===== config.mk =====
export PLATFORM = sky130hd
export DESIGN_NAME = polygon_circle_collision_core
export DESIGN_NICKNAME = d
export VERILOG_FILES = /design/src/sv/pccol_pkg.sv /design/src/sv/pccol_mac.sv /design/src/sv/polygon_circle_collision_core.sv
export SDC_FILE = /design/constraint.sdc
export NUM_CORES = 2
export LEC_CHECK = 0
export BUFFER_PORTS_ARGS = -buffer_cell sky130_fd_sc_hd__clkbuf_2
export CAP_MARGIN = 20
export CORE_MARGIN = 4
export CORE_UTILIZATION = 40
export CTS_CLUSTER_SIZE = 24
export DETAILED_ROUTE_END_ITERATION = 12
export GPL_ROUTABILITY_DRIVEN = 1
export GPL_TIMING_DRIVEN = 0
export PLACE_DENSITY = 0.54
export RECOVER_POWER = 50
export SLEW_MARGIN = 40
export SYNTH_ARGS = -nofsm -noshare
export SYNTH_HDL_FRONTEND = slang
export SYNTH_SLANG_ARGS = --single-unit

===== constraint.sdc =====
create_clock -name clk -period 18.1 [get_ports clk]
set_clock_uncertainty 0.1 [all_clocks]
set_input_delay 0.905 -clock clk [delete_from_list [all_inputs] [get_ports clk]]
set_output_delay 0.905 -clock clk [all_outputs]
set_load 0.02 [all_outputs]

===== src/sv/pccol_pkg.sv =====
// ----------------------------------------------------------------------------
// pccol_pkg
// shared types for the polygon/circle collision core: the control word of the
// multiply-accumulate unit and its shift selection
// ----------------------------------------------------------------------------
package pccol_pkg;

  // left shift applied to a product before it is accumulated
  typedef enum logic [1:0] {
    SH_NONE = 2'd0,
    SH_L    = 2'd1,
    SH_L1   = 2'd2,
    SH_2L   = 2'd3
  } shift_t;

  // one operation of the shared unit
  typedef struct packed {
    logic   en;   // update the accumulator
    logic   clr;  // start from zero instead of the accumulator
    logic   sub;  // subtract the shifted product
    shift_t sh;
  } mac_op_t;

endpackage


===== src/sv/pccol_mac.sv =====
// ----------------------------------------------------------------------------
// pccol_mac
// shared signed multiply-accumulate unit: one product per cycle, shifted by
// zero, L, L+1 or 2L bits, added to or subtracted from the accumulator
// ----------------------------------------------------------------------------
module pccol_mac import pccol_pkg::*; #(
  parameter int MW   = 18,
  parameter int SHL  = 17,
  parameter int ACCW = 70
) (
  input  logic                   clk,
  input  mac_op_t                op,
  input  logic signed [MW-1:0]   a,
  input  logic signed [MW-1:0]   b,
  output logic signed [ACCW-1:0] acc
);

  logic signed [2*MW-1:0] prod;
  logic signed [ACCW-1:0] prod_ext;
  logic signed [ACCW-1:0] shifted;
  logic signed [ACCW-1:0] base;
  logic signed [ACCW-1:0] sum;

  // product, sign extended to the accumulator width
  assign prod     = a * b;
  assign prod_ext = ACCW'(prod);

  // shift selection
  always_comb begin
    case (op.sh)
      SH_NONE: shifted = prod_ext;
      SH_L:    shifted = prod_ext <<< SHL;
      SH_L1:   shifted = prod_ext <<< (SHL + 1);
      SH_2L:   shifted = prod_ext <<< (2 * SHL);
      default: shifted = prod_ext;
    endcase
  end

  // accumulate
  assign base = op.clr ? '0 : acc;
  assign sum  = op.sub ? (base - shifted) : (base + shifted);

  always_ff @(posedge clk) begin
    if (op.en) begin
      acc <= sum;
    end
  end

endmodule


===== src/sv/polygon_circle_collision_core.sv =====
// ----------------------------------------------------------------------------
// polygon_circle_collision_core
// polygon versus circle test, one vertex per item, one collision flag per
// polygon, computed exactly by a sequencer around one multiply-accumulate unit
// ----------------------------------------------------------------------------
// Vertices arrive one per item with the circle's center and radius; the item
// marked last_vertex closes the polygon and produces one collides item. Every
// multiplication goes through a single shared multiply-accumulate unit, one
// product per cycle. A first vertex that is not also the last only opens the
// polygon; every later item squares the radius and tests the edge from the
// previous vertex, and the last vertex also the closing edge back to the first.
// An edge is decided by the squared distance to its nearest endpoint, or, when
// the nearest point lies inside the edge, by the squared cross product against
// radius squared times squared length, built from half-width partial products.
// The input is not ready while an item is being worked on; a finished result
// waits in an output register and stalls only the next closing vertex.
// ----------------------------------------------------------------------------
module polygon_circle_collision_core import pccol_pkg::*; #(
  parameter int COORD_WIDTH = 16
) (
  input  logic                          clk,
  input  logic                          rst,
  input  logic                          in_valid,
  output logic                          in_ready,
  input  logic signed [COORD_WIDTH-1:0] vertex_x,
  input  logic signed [COORD_WIDTH-1:0] vertex_y,
  input  logic signed [COORD_WIDTH-1:0] center_x,
  input  logic signed [COORD_WIDTH-1:0] center_y,
  input  logic        [COORD_WIDTH-1:0] radius,
  input  logic                          last_vertex,
  output logic                          out_valid,
  input  logic                          out_ready,
  output logic                          collides
);

  localparam int W    = COORD_WIDTH;
  localparam int DW   = W + 1;        // coordinate difference
  localparam int MW   = W + 2;        // multiplier operand
  localparam int L    = W + 1;        // split point of wide operands
  localparam int CRW  = 2 * W + 2;    // cross product magnitude
  localparam int LW   = 2 * W + 2;    // squared edge length
  localparam int R2W  = 2 * W;        // radius squared
  localparam int TW   = 2 * W + 3;    // projection dot product
  localparam int ACCW = 4 * W + 6;    // accumulator

  typedef enum logic [22:0] {
    S_IDLE  = 23'd1,
    S_RSQ   = 23'd2,
    S_RSAVE = 23'd4,
    S_SETUP = 23'd8,
    S_T0    = 23'd16,
    S_T1    = 23'd32,
    S_L0    = 23'd64,
    S_L1    = 23'd128,
    S_DEC   = 23'd256,
    S_P0    = 23'd512,
    S_P1    = 23'd1024,
    S_PCMP  = 23'd2048,
    S_C0    = 23'd4096,
    S_C1    = 23'd8192,
    S_C2    = 23'd16384,
    S_Q0    = 23'd32768,
    S_Q1    = 23'd65536,
    S_Q2    = 23'd131072,
    S_M0    = 23'd262144,
    S_M1    = 23'd524288,
    S_M2    = 23'd1048576,
    S_M3    = 23'd2097152,
    S_CCMP  = 23'd4194304
  } state_t;

  state_t state, state_next;

  // polygon state
  logic signed [W-1:0] first_vx, first_vy, prev_vx, prev_vy;
  logic                hit_so_far, in_polygon;

  // current item
  logic signed [W-1:0] item_vx, item_vy, item_cx, item_cy;
  logic        [W-1:0] item_r;
  logic                item_last;

  // edge working registers
  logic                  edge_sel;  // 0: previous to current, 1: closing edge
  logic                  psel;      // 0: distance to start, 1: to end point
  logic signed [DW-1:0]  dx, dy, wx, wy, ux, uy;
  logic signed [TW-1:0]  t;
  logic        [LW-1:0]  len2;
  logic        [R2W-1:0] r2;
  logic        [CRW-1:0] crm;

  // unit interface
  mac_op_t                op;
  logic signed [MW-1:0]   op_a, op_b;
  logic signed [ACCW-1:0] acc;
  logic signed [ACCW-1:0] acc_mag;

  // edge endpoints
  logic signed [W-1:0]  ax, ay, bx, by;
  logic signed [DW-1:0] ax_e, ay_e, bx_e, by_e, cx_e, cy_e;

  logic in_accept;
  logic t_pos, t_ge;
  logic edge_done, edge_hit, emit, stall, out_load;

  pccol_mac #(
    .MW   (MW),
    .SHL  (L),
    .ACCW (ACCW)
  ) u_mac (
    .clk (clk),
    .op  (op),
    .a   (op_a),
    .b   (op_b),
    .acc (acc)
  );

  assign in_ready  = (state == S_IDLE);
  assign in_accept = in_valid && in_ready;

  // endpoint selection and differences
  assign ax   = edge_sel ? item_vx : prev_vx;
  assign ay   = edge_sel ? item_vy : prev_vy;
  assign bx   = edge_sel ? first_vx : item_vx;
  assign by   = edge_sel ? first_vy : item_vy;
  assign ax_e = {ax[W-1], ax};
  assign ay_e = {ay[W-1], ay};
  assign bx_e = {bx[W-1], bx};
  assign by_e = {by[W-1], by};
  assign cx_e = {item_cx[W-1], item_cx};
  assign cy_e = {item_cy[W-1], item_cy};

  // projection tests, made while the accumulator holds the squared length
  assign t_pos   = !t[TW-1] && (t != '0);
  assign t_ge    = ACCW'(t) >= acc;
  assign acc_mag = acc[ACCW-1] ? -acc : acc;

  // edge verdict and result hand-off
  assign edge_done = (state == S_PCMP) || (state == S_CCMP);
  assign edge_hit  = (state == S_PCMP) ? (acc <= $signed(ACCW'(r2)))
                                       : (acc[ACCW-1] || (acc == '0));
  assign emit      = edge_sel;
  assign stall     = emit && out_valid && !out_ready;
  assign out_load  = edge_done && emit && !stall;

  // operand and operation selection
  always_comb begin
    op   = '{en: 1'b0, clr: 1'b0, sub: 1'b0, sh: SH_NONE};
    op_a = '0;
    op_b = '0;
    case (state)
      S_RSQ: begin
        op   = '{en: 1'b1, clr: 1'b1, sub: 1'b0, sh: SH_NONE};
        op_a = {2'b00, item_r};
        op_b = {2'b00, item_r};
      end
      S_T0: begin
        op   = '{en: 1'b1, clr: 1'b1, sub: 1'b0, sh: SH_NONE};
        op_a = {dx[DW-1], dx};
        op_b = {wx[DW-1], wx};
      end
      S_T1: begin
        op   = '{en: 1'b1, clr: 1'b0, sub: 1'b0, sh: SH_NONE};
        op_a = {dy[DW-1], dy};
        op_b = {wy[DW-1], wy};
      end
      S_L0: begin
        op   = '{en: 1'b1, clr: 1'b1, sub: 1'b0, sh: SH_NONE};
        op_a = {dx[DW-1], dx};
        op_b = {dx[DW-1], dx};
      end
      S_L1: begin
        op   = '{en: 1'b1, clr: 1'b0, sub: 1'b0, sh: SH_NONE};
        op_a = {dy[DW-1], dy};
        op_b = {dy[DW-1], dy};
      end
      S_P0: begin
        op   = '{en: 1'b1, clr: 1'b1, sub: 1'b0, sh: SH_NONE};
        op_a = psel ? {ux[DW-1], ux} : {wx[DW-1], wx};
        op_b = op_a;
      end
      S_P1: begin
        op   = '{en: 1'b1, clr: 1'b0, sub: 1'b0, sh: SH_NONE};
        op_a = psel ? {uy[DW-1], uy} : {wy[DW-1], wy};
        op_b = op_a;
      end
      S_C0: begin
        op   = '{en: 1'b1, clr: 1'b1, sub: 1'b0, sh: SH_NONE};
        op_a = {dx[DW-1], dx};
        op_b = {wy[DW-1], wy};
      end
      S_C1: begin
        op   = '{en: 1'b1, clr: 1'b0, sub: 1'b1, sh: SH_NONE};
        op_a = {dy[DW-1], dy};
        op_b = {wx[DW-1], wx};
      end
      // cross product squared from its halves
      S_Q0: begin
        op   = '{en: 1'b1, clr: 1'b1, sub: 1'b0, sh: SH_2L};
        op_a = {1'b0, crm[CRW-1:L]};
        op_b = {1'b0, crm[CRW-1:L]};
      end
      S_Q1: begin
        op   = '{en: 1'b1, clr: 1'b0, sub: 1'b0, sh: SH_L1};
        op_a = {1'b0, crm[CRW-1:L]};
        op_b = {1'b0, crm[L-1:0]};
      end
      S_Q2: begin
        op   = '{en: 1'b1, clr: 1'b0, sub: 1'b0, sh: SH_NONE};
        op_a = {1'b0, crm[L-1:0]};
        op_b = {1'b0, crm[L-1:0]};
      end
      // minus radius squared times squared length, from halves
      S_M0: begin
        op   = '{en: 1'b1, clr: 1'b0, sub: 1'b1, sh: SH_2L};
        op_a = {3'b000, r2[R2W-1:L]};
        op_b = {1'b0, len2[LW-1:L]};
      end
      S_M1: begin
        op   = '{en: 1'b1, clr: 1'b0, sub: 1'b1, sh: SH_L};
        op_a = {3'b000, r2[R2W-1:L]};
        op_b = {1'b0, len2[L-1:0]};
      end
      S_M2: begin
        op   = '{en: 1'b1, clr: 1'b0, sub: 1'b1, sh: SH_L};
        op_a = {1'b0, r2[L-1:0]};
        op_b = {1'b0, len2[LW-1:L]};
      end
      S_M3: begin
        op   = '{en: 1'b1, clr: 1'b0, sub: 1'b1, sh: SH_NONE};
        op_a = {1'b0, r2[L-1:0]};
        op_b = {1'b0, len2[L-1:0]};
      end
      default: begin
        op   = '{en: 1'b0, clr: 1'b0, sub: 1'b0, sh: SH_NONE};
        op_a = '0;
        op_b = '0;
      end
    endcase
  end

  // sequencer
  always_comb begin
    state_next = state;
    case (state)
      S_IDLE: begin
        if (in_accept && (in_polygon || last_vertex)) begin
          state_next = S_RSQ;
        end
      end
      S_RSQ:   state_next = S_RSAVE;
      S_RSAVE: state_next = S_SETUP;
      S_SETUP: state_next = S_T0;
      S_T0:    state_next = S_T1;
      S_T1:    state_next = S_L0;
      S_L0:    state_next = S_L1;
      S_L1:    state_next = S_DEC;
      S_DEC: begin
        if (!t_pos || t_ge) begin
          state_next = S_P0;
        end else begin
          state_next = S_C0;
        end
      end
      S_P0:  state_next = S_P1;
      S_P1:  state_next = S_PCMP;
      S_C0:  state_next = S_C1;
      S_C1:  state_next = S_C2;
      S_C2:  state_next = S_Q0;
      S_Q0:  state_next = S_Q1;
      S_Q1:  state_next = S_Q2;
      S_Q2:  state_next = S_M0;
      S_M0:  state_next = S_M1;
      S_M1:  state_next = S_M2;
      S_M2:  state_next = S_M3;
      S_M3:  state_next = S_CCMP;
      S_PCMP, S_CCMP: begin
        if (!stall) begin
          if (!edge_sel && item_last) begin
            state_next = S_SETUP;
          end else begin
            state_next = S_IDLE;
          end
        end
      end
      default: state_next = S_IDLE;
    endcase
  end

  // control state
  always_ff @(posedge clk) begin
    if (rst) begin
      state      <= S_IDLE;
      in_polygon <= 1'b0;
      hit_so_far <= 1'b0;
      edge_sel   <= 1'b0;
      out_valid  <= 1'b0;
      first_vx   <= '0;
      first_vy   <= '0;
      prev_vx    <= '0;
      prev_vy    <= '0;
    end else begin
      state <= state_next;

      // output register
      if (out_load) begin
        out_valid <= 1'b1;
      end else if (out_ready) begin
        out_valid <= 1'b0;
      end

      // item accept: the first vertex opens a polygon
      if (in_accept) begin
        edge_sel <= !in_polygon;
        if (!in_polygon) begin
          first_vx   <= vertex_x;
          first_vy   <= vertex_y;
          hit_so_far <= 1'b0;
          in_polygon <= 1'b1;
          if (!last_vertex) begin
            prev_vx <= vertex_x;
            prev_vy <= vertex_y;
          end
        end
      end

      // edge finished
      if (edge_done && !stall) begin
        if (!edge_sel && item_last) begin
          edge_sel   <= 1'b1;
          hit_so_far <= hit_so_far || edge_hit;
        end else begin
          prev_vx <= item_vx;
          prev_vy <= item_vy;
          if (emit) begin
            hit_so_far <= 1'b0;
            in_polygon <= 1'b0;
          end else begin
            hit_so_far <= hit_so_far || edge_hit;
          end
        end
      end
    end
  end

  // item and working registers
  always_ff @(posedge clk) begin
    if (in_accept) begin
      item_vx   <= vertex_x;
      item_vy   <= vertex_y;
      item_cx   <= center_x;
      item_cy   <= center_y;
      item_r    <= radius;
      item_last <= last_vertex;
    end
    if (state == S_RSAVE) begin
      r2 <= acc[R2W-1:0];
    end
    if (state == S_SETUP) begin
      dx <= bx_e - ax_e;
      dy <= by_e - ay_e;
      wx <= cx_e - ax_e;
      wy <= cy_e - ay_e;
      ux <= cx_e - bx_e;
      uy <= cy_e - by_e;
    end
    if (state == S_L0) begin
      t <= acc[TW-1:0];
    end
    if (state == S_DEC) begin
      len2 <= acc[LW-1:0];
      psel <= t_pos;
    end
    if (state == S_C2) begin
      crm <= acc_mag[CRW-1:0];
    end
    if (out_load) begin
      collides <= hit_so_far || edge_hit;
    end
  end

  // checks
  a_emit_slot: assert property (@(posedge clk) disable iff (rst)
    out_load |-> (!out_valid || out_ready))
    else $error("result loaded over an untaken result");

  a_close_last: assert property (@(posedge clk) disable iff (rst)
    ((state != S_IDLE) && edge_sel) |-> item_last)
    else $error("closing edge tested on a vertex that is not last");

  a_emit_clears: assert property (@(posedge clk) disable iff (rst)
    out_load |=> (out_valid && !in_polygon && !hit_so_far))
    else $error("polygon state not cleared after its result");

endmodule

* Word level (Yosys, flattened, before mapping) *
Index checks and enable logic that the tools add are counted.

storage, ports and cells
  register bits = 481
  input bits = 85
  logic and storage cells = 156

operators by class
  $add $sub $neg = 9
  $mul = 1
  order comparisons = 2
  eq/ne operators = 29
  muxes and demuxes = 43
  bitwise logic cells = 1
  reduce and logical (&&, ||, !) cells = 43

operators with widths
  operator                                                number
  case mux 23 bit (22 select lines)                       1
  case mux 70 bit (4 select lines)                        1
  2-to-1 mux 16 bit                                       14
  case mux 18 bit (11 select lines)                       1
  case mux 18 bit (9 select lines)                        1
  2-to-1 mux 70 bit                                       2
  subtractor 16 x 16 -> 17 bit                            6
  adder 70 bit                                            1
  >= comparator 35 x 70 -> 1 bit                          1
  less-or-equal comparator 70 x 33 -> 1 bit               1
  zero test 70 bit                                        1
  subtractor 70 bit                                       1
  2-to-1 mux 23 bit                                       2
  multiplier 18 x 18 -> 36 bit                            1
  2-to-1 mux 18 bit                                       2
  case mux 5 bit (7 select lines)                         1
  nonzero test 35 bit                                     1
  2-to-1 mux 34 bit                                       1
  negation 34 bit                                         1
  equality test 23 x 1 -> 1 bit (second input constant)   1
  equality test 23 x 10 -> 1 bit (second input constant)  1
  equality test 23 x 11 -> 1 bit (second input constant)  1
  equality test 23 x 12 -> 1 bit (second input constant)  1
  equality test 23 x 13 -> 1 bit (second input constant)  1
  36 further kinds                                        83

* Longest topological paths before layout *
  word-level depth = 7
  depth in mapped cells = 56
  depth with buffers taken out = 49

* Modules after synthesis *
A second synthesis with hierarchy kept.

second synthesis, totals
  cells, all modules = 4843
  area total of the unflattened synthesis = 45861.5 um^2

modules (own cells, without submodules)
  module                         instances  cells an instance  area each (um^2)
  polygon_circle_collision_core  1          2199               23732.8
  pccol_mac                      1          2644               22128.7

* Least setup slack after synthesis *
No wires, ideal clock.

  path type = register to register
  start = register state[8]
  end = register u_mac.acc[69], data pin
  data arrival time = 13.043 ns
  slack = 4.688 ns
  cell stages (with the launch flop) = 51
  path buffers = 5
  clock period less this slack = 13.412 ns
  cell sequence = dfxtp_1 nor4_2 and4_1 nand3_1 nor3_1 clkbuf_1 a222oi_1 nand3_1 a211o_1 buf_1 nand2_1 fa_1 inv_1 fa_1 fa_1 fa_1 fa_1 inv_1 (+15 left out) buf_2 nand2_1 xor2_1 ha_1 clkbuf_1 a21oi_1 nor2b_1 o21ai_0 nand2b_1 a21o_1 a21oi_1 nor2b_1 a211oi_1 o31ai_1 a21bo_2 a21oi_1 xnor2_1 xor2_1

on the way
  cells in the longest elaborated chain, start to end = 7
  elaborated cells on any way between the ends = 43
  classes of those cells = add/sub (2); mul (1); eq/ne (19); mux (6); reduce/logical (15)

ends and longest elaborated chain
  element                                                            line                                  text
  from (decl)                                                        polygon_circle_collision_core.sv:72   state_t state, state_next;
  from (signal assigned)                                             polygon_circle_collision_core.sv:303  state <= state_next;
  equality test 23 x 14 -> 1 bit, or another cell as far along       polygon_circle_collision_core.sv:151  case (state)
  OR reduction 3 bit (no source line), or another cell as far along  n/a
  case mux 18 bit (9 select lines), or another cell as far along     polygon_circle_collision_core.sv:151
  multiplier 18 x 18 -> 36 bit, or another cell as far along         pccol_mac.sv:25                       assign prod = a * b;
  case mux 70 bit (4 select lines)                                   pccol_mac.sv:30                       case (op.sh)
  adder 70 bit / subtractor 70 bit (equally long branches)           pccol_mac.sv:41                       assign sum = op.sub ? (base - shifted) : (base + shifted);
  2-to-1 mux 70 bit *                                                pccol_mac.sv:41
  named net u_mac.sum[69]                                            pccol_mac.sv:22                       logic signed [ACCW-1:0] sum;
  to (signal assigned)                                               pccol_mac.sv:45                       acc <= sum;
  to (decl)                                                          pccol_mac.sv:15                       output logic signed [ACCW-1:0] acc

The timed path passes the listed nets; every way through them passes the cells marked *. The select of a mux whose other input is x is not followed.
A chain may end at the register's enable or synchronous reset.

* Worst setup path after layout *
  start = register state[10]
  end = register u_mac.acc[68], data pin

The elaborated chain is that of the path after synthesis.

==> results.md <==
- Status: complete, but fails checks
- Failing checks: capacitance limit, slew limit
- Number of enable flip-flop cells after synthesis: 390
- Max-slew violation count: 150
- PwrDens: roughly 63 nW/µm²
- Core footprint: between 100,000 and 150,000 µm²
- Global-route wire length before repair: ~240 mm
- Die area: about 120,000 µm²
- Core Rows: 123
- RSZ-0062 raised after global routing: false
- Grt total ovfl: 0
- Fraction of layout cells with a size suffix above 1: 0.06120
- DR iter-0 viols: around 4.6k
- CTS buffer count: between 50 and 60
- Ys flop type: edfxtp_1
- Antenna violations before repair: 0
- Synth Warn #: 0
- Avg Cell Area, Syn: approximately 9 µm²
- Finished Layout Cells: 6,663
- Critical path endpoint category: flop
- IO Pins: 88
- Hold_sp: radius[13]
- FMAX: 0.05869 GHz
- Worst Path Arrival: 17.29 ns
- Most common cell after layout, fill and taps aside: inv_1
- Clock-pin slew on the worst setup and hold paths: roughly 0.070 ns
- Crit path required time: ~18 ns
- Detailed placement HPWL: about 130 mm
- Post-Syn Area: 45,520 µm²
- Number of routed nets with antenna violations: 0
- Cells after Synth: 4,909
- DRT Pass-1 Iters: 9
- Post-route DRC: 0
- Port Buf Inserts: between 80 and 90
- Static leakage: ~21 nW
- Largest cells by area after synthesis: edfxtp_1 (26%), fa_1 (15%), ha_1 (9.9%), inv_1 (5.5%), dfxtp_1 (4.0%)
- Slew HR: -0.3244
- Critical path type: reg -> reg
- Cells after DPL: approximately 6.6k
- Dpl ws: 1.192 ns
- GR Util All Layers: 0.2687
- Clk buf depth: 3
- Routed vias: between 30k and 40k
- Post-layout util: 0.4463
- Critical-path top delay cell: fa_1
- Routed length per placed instance: roughly 25 µm
- Root buffer cell: clkbuf_16
- Maximum vdd drop: between 0.07 and 0.08 mV
- Setup ws final: ~1.1 ns
- Worst-Skew Late Latency: between 0.6 and 0.7 ns
- Clock network fraction of total power: 0.338
- Synthesis-stage register bit count: between 400 and 500
- Final hold slack: between 0.3 and 0.4 ns
- CP peak stage delay: roughly 0.67 ns
- Die Wd: around 350 µm
- CP startpoint kind: flop
- Final Hold Fails: 0
- Net count after synthesis: 5,692
- Crit-path max FO: 10
- Cell internal pwr: between 0.002 and 0.0025 W
- GP Congestion: approximately 0.97
- Min cycle time layout: approximately 17 ns
- Sequential share of power: 0.413
- Final setup fails: 0
- Most used cell, CP: fa_1
- Min-Delay Path Class: in -> reg
- Worst slew pin tran: 1.987 ns
- Pin count of the biggest net entering global routing: between 40 and 50
- Final period util: 0.9414
- Drt total wl: 164.3 mm
- Initial Util: 0.4035
- Top cell type's share of synthesized area: 0.2573
- Power share of the combinational group: 0.249
- Vias per cell: 5.769
- Switching Share: 0.3167
- Vias in the first global route: 37.76k
- H-tree depth: 2
- Area Overhead vs Synth: 10.61%
- Worst setup path startpoint: state[10]
- Final instance area: 50,350 µm²
- Async set or reset register ratio after synthesis: 0
- Switch Pwr: approximately 0.0010 W
- Layout Nets: 5,906
- Die H: about 350 µm
- Sequential element share of the synthesized area: 0.2973
- Worst reg2reg path startpoint: state[10]
- Max-Cap Viols: 5
- Post-synth top area cell: edfxtp_1
- CTS tree: built
- Number of diodes: 0
- Most frequent cells in the layout: inv_1 (664), nand2_1 (472), nor2_1 (432)
- CTS Sinks: between 400 and 500
- Synth cell types: 95
- Post-DP Area: slightly below 50,000 µm²
critical path, delay by kind of cell, from the launching register on:
kind	cells	cell delay (ns)
compound gates	16	5.56
simple gates	12	3.19
flops	1	0.41
fa+ha+maj	8	3.98
xor+xnor	3	0.99
buf+inv	8	2.46
state kept, by name, indices dropped and copies added (netlist names), 17 cells and up:
signal / flops
state: 23
ux: 17
len2: 34
t: 35
uy: 17
wy: 17
wx: 17
dx: 17
dy: 17
crm: 34
r2: 32
u_mac.acc: 70
metrics by stage:
step / TNS [ns] / power, W
after floorplan: 0 / 0.001882
after global placement: -5.432 / 0.002106
after detailed placement: 0 / 0.002120
after CTS: 0 / 0.003196
after global routing: 0 / 0.003342
final: 0 / 0.003182
per-layer routing:
| metal | vias up | track usage | wire length (µm) | share of wire |
|---|---|---|---|---|
| met3 | 249 | 0.04762 | 15230 | 0.093 |
| met5 | - | 0 | 0 | 0 |
| met1 | 19000 | 0.3836 | 71610 | 0.44 |
| met2 | 1643 | 0.4145 | 71570 | 0.44 |
| li1 | 17560 | - | - | - |
| met4 | 0 | 0.08467 | 5884 | 0.036 |
worst paths after layout:
kind,end,slack [ns],cells after the start
min,item_r[13],0.32,1
max,u_mac.acc[68],1.06,47
min reg2reg,first_vy[4],0.36,2
max reg2reg,u_mac.acc[68],1.06,47
kinds of logic after synthesis:
kind of cell | synth area share
AND/OR/NAND/NOR | 0.1543
AO/OA/AOI/OAI | 0.1590
buffers and inverters | 0.06937
adder cells (fa/ha/maj) | 0.2474
flip-flops | 0.2973
XOR/XNOR | 0.04194
multiplexers | 0.03067
synthesized netlist by cell type (23+ instances only):
cell type / n
nor4_1: 41
o21ai_0: 185
nand4_1: 63
fa_1: 337
and3_1: 25
xor2_1: 65
and2_1: 96
edfxtp_1: 390
nand2b_1: 49
a31oi_1: 28
xnor2_1: 153
a21o_1: 101
nand3_1: 78
a2111oi_0: 28
nand2_1: 472
o21a_1: 40
a22oi_1: 36
a211oi_1: 61
mux2i_1: 135
dfxtp_1: 91
nor3_1: 57
a21boi_0: 41
o21bai_1: 30
a21oi_1: 243
nor2b_1: 50
o221ai_1: 23
nor2_1: 436
inv_1: 666
ha_1: 361
a22o_1: 38
clkbuf_1: 154
power by group through the flow:
stage	clock network, W	logic, W	registers (W)
5_1_grt	0.00114	0.000886	0.00132
3_3_place_gp	0	0.000765	0.00134
4_1_cts	0.00109	0.000788	0.00131
6_report	0.00108	0.000791	0.00131
3_5_place_dp	0	0.000783	0.00134
2_1_floorplan	0	0.000560	0.00132
final cells by class:
type | instances | area [µm²]
Multi-Input combinational cell | 3592 | 29150
Sequential cell | 481 | 13530
Buffer | 170 | 670.6
Timing Repair Buffer | 160 | 953.4
Tap cell | 1500 | 1877
Inverter | 666 | 2506
Clock buffer | 67 | 1389
Fill cell | 11140 | 62460
Clock inverter | 27 | 272.8
what timing repair did:
action | 4_1_cts | 5_1_grt
buffers inserted | 0 | 0
resized for setup | 0 | 1
setup endpoints to repair | 0 | 2
hold buffers | 0 | 0
Power figures use the tool's default switching activity.
